[config.mk]
export PLATFORM = sky130hd
export DESIGN_NAME = hvd_sqrt_cell
export DESIGN_NICKNAME = d
export VERILOG_FILES = /design/src/hdl/hvd_pkg.sv /design/src/hdl/hvd_sqrt_cell.sv
export SDC_FILE = /design/constraint.sdc
export NUM_CORES = 1
export LEC_CHECK = 0
export BUFFER_PORTS_ARGS = -buffer_cell sky130_fd_sc_hd__buf_4
export CORE_AREA = 2 2 128 130
export CTS_CLUSTER_SIZE = 40
export DETAILED_ROUTE_END_ITERATION = 10
export DIE_AREA = 0 0 130 132
export PLACE_DENSITY = 0.66
export SYNTH_ARGS = -nofsm -noshare
export SYNTH_HDL_FRONTEND = slang
export SYNTH_SLANG_ARGS = --single-unit
[constraint.sdc]
create_clock -name clk_i -period 6.6 [get_ports clk_i]
set_clock_uncertainty 0.05 [all_clocks]
set_input_delay 0.33 -clock clk_i [delete_from_list [all_inputs] [get_ports clk_i]]
set_output_delay 0.33 -clock clk_i [all_outputs]
set_load 0.01 [all_outputs]
[src/hdl/hvd_pkg.sv]
// Shared widths, elaboration-time constant builders and the arctangent table.
`timescale 1ns / 1ps

package hvd_pkg;

  localparam int unsigned CORDIC_STAGES   = 32;
  localparam int unsigned ANGLE_FRAC_BITS = 32;

  // CORDIC x, y and z lanes, signed
  localparam int unsigned CW  = ANGLE_FRAC_BITS + 4;
  // magnitudes and squared terms, unsigned
  localparam int unsigned MW  = ANGLE_FRAC_BITS + 2;
  // square root remainder, unsigned
  localparam int unsigned SRW = 2 * ANGLE_FRAC_BITS + 2;
  // square root result, unsigned
  localparam int unsigned RTW = ANGLE_FRAC_BITS + 1;

  localparam logic [63:0] PI_Q60 = 64'h3243F6A8885A308D;
  localparam logic [63:0] HALF_TURN = 64'd3600000000;

  // restoring division, elaboration only
  function automatic logic [127:0] udiv(input logic [127:0] num, input logic [127:0] den);
    logic [127:0] q;
    logic [127:0] r;
    q = '0;
    r = '0;
    for (int k = 127; k >= 0; k--) begin
      r = {r[126:0], num[k]};
      if (r >= den) begin
        r = r - den;
        q[k] = 1'b1;
      end
    end
    return q;
  endfunction

  // atan(2^-i) at 62 fraction bits from the alternating series, rounded to the angle format
  function automatic logic [CW-1:0] atan_rom(input int unsigned i);
    logic signed [63:0] acc;
    logic [127:0]       term;
    logic [63:0]        v;
    acc = '0;
    if (i == 0) begin
      v = PI_Q60;
    end else begin
      for (int unsigned k = 0; i * (2 * k + 1) <= 62; k++) begin
        term = udiv(128'd1 << (62 - i * (2 * k + 1)), 128'(2 * k + 1));
        if (k[0]) begin
          acc = acc - $signed(term[63:0]);
        end else begin
          acc = acc + $signed(term[63:0]);
        end
      end
      v = acc;
    end
    return CW'((v + (64'd1 << (61 - ANGLE_FRAC_BITS))) >> (62 - ANGLE_FRAC_BITS));
  endfunction

  // 1 / gain^2 of the rotator at 62 fraction bits
  function automatic logic [63:0] inv_gain2(input int unsigned stages);
    logic [63:0]  g;
    logic [127:0] q;
    g = 64'd1 << 61;
    for (int unsigned i = 0; i < stages; i++) begin
      if (2 * i < 64) begin
        g = g + (g >> (2 * i));
      end
    end
    q = udiv(128'd1 << 123, 128'(g));
    return q[63:0];
  endfunction

  // degrees-to-radians scale for angles in 0.5e-7 degree units
  function automatic logic [63:0] rad_scale();
    logic [127:0] q;
    q = udiv(128'(PI_Q60) << 34, 128'(HALF_TURN));
    return q[63:0];
  endfunction

endpackage

[src/hdl/hvd_sqrt_cell.sv]
// One result bit of a restoring square root, registered.
`timescale 1ns / 1ps

module hvd_sqrt_cell #(
  parameter int unsigned BIT = 0
) (
  input  logic                      clk_i,
  input  logic                      en_i,
  input  logic [hvd_pkg::RTW-1:0]   root_i,
  input  logic [hvd_pkg::SRW-1:0]   rem_i,
  output logic [hvd_pkg::RTW-1:0]   root_o,
  output logic [hvd_pkg::SRW-1:0]   rem_o
);

  localparam int unsigned SRW = hvd_pkg::SRW;
  localparam int unsigned RTW = hvd_pkg::RTW;
  localparam int unsigned TW  = SRW + 1;

  logic [TW-1:0] trial;

  // (root + 2^b)^2 - root^2 = root * 2^(b+1) + 2^(2b)
  assign trial = (TW'(root_i) << (BIT + 1)) + (TW'(1) << (2 * BIT));

  always_ff @(posedge clk_i) begin
    if (en_i) begin
      if (TW'(rem_i) >= trial) begin
        rem_o  <= rem_i - trial[SRW-1:0];
        root_o <= root_i | (RTW'(1) << BIT);
      end else begin
        rem_o  <= rem_i;
        root_o <= root_i;
      end
    end
  end

endmodule

# Word level (Yosys, flattened, before mapping)
# Cells that the tools add are included.
classes:
  addsub: 2
  muxes: 1
  magnitude_cmp: 1
op_table:
  columns: ["operator", "n"]
  rows:
  - [">= comparator 66 x 35 -> 1 bit", 1]
  - ["2-to-1 mux 66 bit", 1]
  - ["subtractor 66 x 35 -> 66 bit", 1]
  - ["adder 34 x 1 -> 35 bit, second input constant", 1]
word_totals:
  regBits: 99
  input_bits: 101
  elab_cells: 7
  out_inout_bits: 99

# Depth between registers and ports, before layout
depth:
  ltp_word: 3
  depth_mapped: 13

# Worst setup path before layout
# No wires, ideal clock.
synth_path:
  path_kind: "input -> register"
  startpoint: "in root_i[1] (netlist name)"
  endpoint: "reg rem_o[64] (netlist name), data pin"
  arrival_time_ps: 2957
  setup_ps: 258
  path_buffers: 0
  stages: 11
  slack_ps: 3335
  required_ps: 6292
  cell_sequence: "inv_1 > ha_1 > nor2b_1 > o31a_1 > o31a_1 > or3_1 > a2111o_1 > a21oi_1 > nor2_1 > or3_1 > xnor2_1"
synth_between:
  elab_chain_len: 3
  elab_cells_between_ends: 4
  cone_classes: "add/sub: 2; order compare: 1; mux: 1"
synth_lines:
  columns: ["item", "line", "rtl"]
  rows:
  - ["start: declaration", "hvd_sqrt_cell.sv:9", "input logic [hvd_pkg::RTW-1:0] root_i,"]
  - ["adder 34 x 1 -> 35 bit *", "hvd_sqrt_cell.sv:22", "assign trial = (TW'(root_i) << (BIT + 1)) + (TW'(1) << (2 * BIT));"]
  - ["subtractor 66 x 35 -> 66 bit or >= comparator 66 x 35 -> 1 bit (tied branches)", "hvd_sqrt_cell.sv:27, hvd_sqrt_cell.sv:26", null]
  - ["2-to-1 mux 66 bit *", "hvd_sqrt_cell.sv:26", "if (TW'(rem_i) >= trial) begin"]
  - ["end signal: assignment", "hvd_sqrt_cell.sv:27", "rem_o <= rem_i - trial[SRW-1:0];"]
  - ["end signal: assignment", "hvd_sqrt_cell.sv:30", "rem_o <= rem_i;"]
  - ["end: declaration", "hvd_sqrt_cell.sv:12", "output logic [hvd_pkg::SRW-1:0] rem_o"]
# Mark *: on every way between the ends. The rest lies on a longest branch, timed or not.
# A chain may end at the register's enable or synchronous reset.

# Worst setup path after layout
layout_path:
  startpoint: "in root_i[0] (netlist name)"
  endpoint: "reg rem_o[57] (netlist name), data pin"
# The elaborated chain is that of the path after synthesis.

==> metrics.csv <==
stage;metric;value;unit
synthesis;synth_top_cell_by_area;edfxtp_1;
finish;antenna_cells;0;
synthesis;postSynth.asyncResetShare;0;%
sta;tightest_slew;1140;ps
sta;setup_tns;0;ps
route;drc_errors;0;
placed_design;gp_congestion;0.952;
synthesis;synth_cell_types;54;
global_route;antenna_found_initial;0;
worst_hold_path;worstHoldPathType;in -> reg;
sta;setup_viol;0;
global_route;grt_usage;19.3;%
critical_path;worstPathMaxFanout;3;
placed_design;dpl.hpwl;12.7;mm
synthesis;ys_seq_area_share;48.3;%
worst_hold_path;holdPathEnd;root_o[11];
clock_network;htreeDepth;3;
worst_hold_path;hold_path_depth;1;
synthesis;yosysTopAreaCellShare;48.3;%
sta;fin_crit_sh;53.3;%
sta;holdWs;99.5;ps
synthesis;syn-instance-count;587;
floorplanning;die_h;132;um
sta;rsz0062_at_grt;false;
clock_network;clock_path_buffers;2;
critical_path;crit_type;in -> reg;
route;routed_via_density;5.16;
worst_hold_path;min_from;root_i[11];
route;wl_per_cell;16.4;um
synthesis;synth.area.top_cells;edfxtp_1 (48%), ha_1 (6.9%), a21oi_1 (5.0%);
finish;nets;911;
clock_network;cts_made_buffers;9;
sta;min_period;3520;ps
sta;hold_viol_final;0;
global_route;grt_overflow;0;
floorplanning;initial_utilization;39.2;%
route;wirelength;16.4;mm
route;first_iter_violations;208;
pwr;p_per_area;226;nW/um^2
synthesis;synth-seq-cells;99;
critical_path;cp_cell_sequence;buf_4 -> inv_1 -> ha_1 -> a211oi_1 -> o211ai_1 -> a22oi_1 -> a21oi_1 -> a221oi_1 -> nor4b_1 -> a2111oi_0 -> nand3_1 -> a22o_1;
synthesis;synth_edf_count;99;
floorplanning;die_w;130;um
sta;slew_viol_final;0;
pwr;p_leak;3.49;nW
clock_network;root_buffer;clkbuf_16;
global_route;grt_pass1_wl;26.2;mm
clock_network;cts_tree;yes;
synthesis;synth_ff_type;edfxtp_1;
synthesis;yosysWarnings;0;
synthesis;synth_nets;723;
run_status;outcome;finished clean;
clock_network;cts_sinks;99;
route;vias;5141;
floorplanning;core_region_area;15700;sq um
clock_network;cts_resized;0;
critical_path;slowest_stage;a221oi_1;
flow_run;drv_cap;0;
route;postRouteAntennaNets;0;
clock_network;post_cts_buffers;0;
finish;drive_gt1_share;30.0;%
synthesis;syn_avg_cell_area;10.5;sq um
placed_design;io_buffers;199;
sta;slew_headroom;24.1;%
floorplanning;io_pins;200;
critical_path;required;6660;ps
critical_path;cp_slowest_stage_delay;600;ps
clock_network;holdBufCountCts;0;
global_route;grt_pass1_vias;5103;
clock_network;clk_pin_slew;70;ps
finish;area_growth;32.1;%
global_route;grt_max_degree;84;
critical_path;cp-end-kind;flop;
floorplanning;row_count;46;
sta;max_freq;284;MHz
critical_path;crit_arrival;3580;ps
critical_path;start_kind;input port;
pwr;ir_worst_vdd;117;uV
floorplanning;die_area;17200;sq um
synthesis;synth_area;6150;sq um
route;drtPass1Iterations;4;
power breakdown:
group          internal [W]  switching [W]
clock network      0.000335       0.000238
logic              0.000226       0.000241
registers          0.000778      0.0000209
cells in the mapped netlist (all sizes together) (2+ instances only):
master    n
nor2b     7
nand3b    4
inv      38
xor2     33
o21ai    16
nand2b    5
ha       34
nand3    15
mux2      4
a31oi     4
o21a      3
or3      10
o21bai    5
xnor2    29
nand2    27
nor2     57
edfxtp   99
nor4     13
a21o     25
o31a      2
nor3     21
a2111o    3
a2111oi   2
o211ai    5
nand4    12
and3      3
or4       9
clkbuf   17
a21oi    61
a211oi    4
buf       7
registers in the layout, indices dropped and copies added, names as in the netlist:
| register | flops |
|---|---|
| root_o | 33 |
| rem_o | 66 |
routing by layer:
layer | GRT usage, % | share of wire (%)
met5 | 0 | 0
met3 | 2.96 | 4.2
met2 | 31.5 | 49
met1 | 25.4 | 44
met4 | 8.06 | 2.6
cell type report:
| class | count | area (sq um) |
|---|---|---|
| fillers | 1450 | 7580 |
| flip-flops and latches | 99 | 2970 |
| multi-input cells | 426 | 2920 |
| repair buffers | 201 | 1510 |
| well taps | 216 | 270 |
| clock buffers | 11 | 233 |
| inverters | 38 | 143 |
| clock inverters | 5 | 86.3 |
logic make-up (layout without fill, tap and decap cells):
family	after synthesis	after routing	synth area share, %
buffers and inverters	62	255	4.31
adder cells (fa/ha/maj)	35	35	7.24
multiplexers	4	4	0.854
AO/OA/AOI/OAI	138	138	13.9
AND/OR/NAND/NOR	187	187	16.5
XOR/XNOR	62	62	8.82
flip-flops	99	99	48.3
worst max path at each step:
| stage | startpoint | endpoint | cells past startpoint |
|---|---|---|---|
| after CTS | rem_i[54] | rem_o[61] | 11 |
| after detailed placement | rem_i[54] | rem_o[61] | 11 |
| after global routing | root_i[18] | rem_o[60] | 12 |
| after global placement | root_i[0] | rem_o[57] | 12 |
| after floorplan | root_i[1] | rem_o[64] | 11 |
| final | root_i[0] | rem_o[57] | 12 |
per-stage QoR:
stage	total power, W	std cells	setup slack, ps	utilization (%)	instance area, sq um
final	0.00184	996	3080	51.7	8130
after CTS	0.00186	996	3130	51.7	8130
after floorplan	0.00105	587	3340	-	6150
after global placement	0.00128	980	2760	49.7	7810
after detailed placement	0.00128	980	2770	49.7	7810
after global routing	0.00192	996	2820	51.7	8130
cells in the final DEF, fill, tap and decap left out, types with 3 or more instances in the layout:
cell type / n
buf_4: 201
edfxtp_1: 99
a21oi_1: 61
nor2_1: 57
inv_1: 38
ha_1: 34
xor2_1: 33
xnor2_1: 29
nand2_1: 26
a21o_1: 25
nor3_1: 21
o21ai_0: 16
nand3_1: 13
nand4_1: 12
or3_1: 9
nor4_1: 9
clkbuf_16: 9
nor2b_1: 7
or4_1: 7
o21bai_1: 5
o211ai_1: 5
nor4_2: 4
a31oi_1: 4
a211oi_1: 4
nand2b_1: 4
o21a_1: 3
a2111o_1: 3
nand3b_1: 3
and3_1: 3
critical path: cells and delay by family:
kind | cells | cell delay [ps]
adders and majority gates | 1 | 320
and+or+nand+nor | 2 | 390
AOI/OAI and AO/OA | 7 | 2370
buffers and inverters | 2 | 160
(Power assumes the default switching activity.)
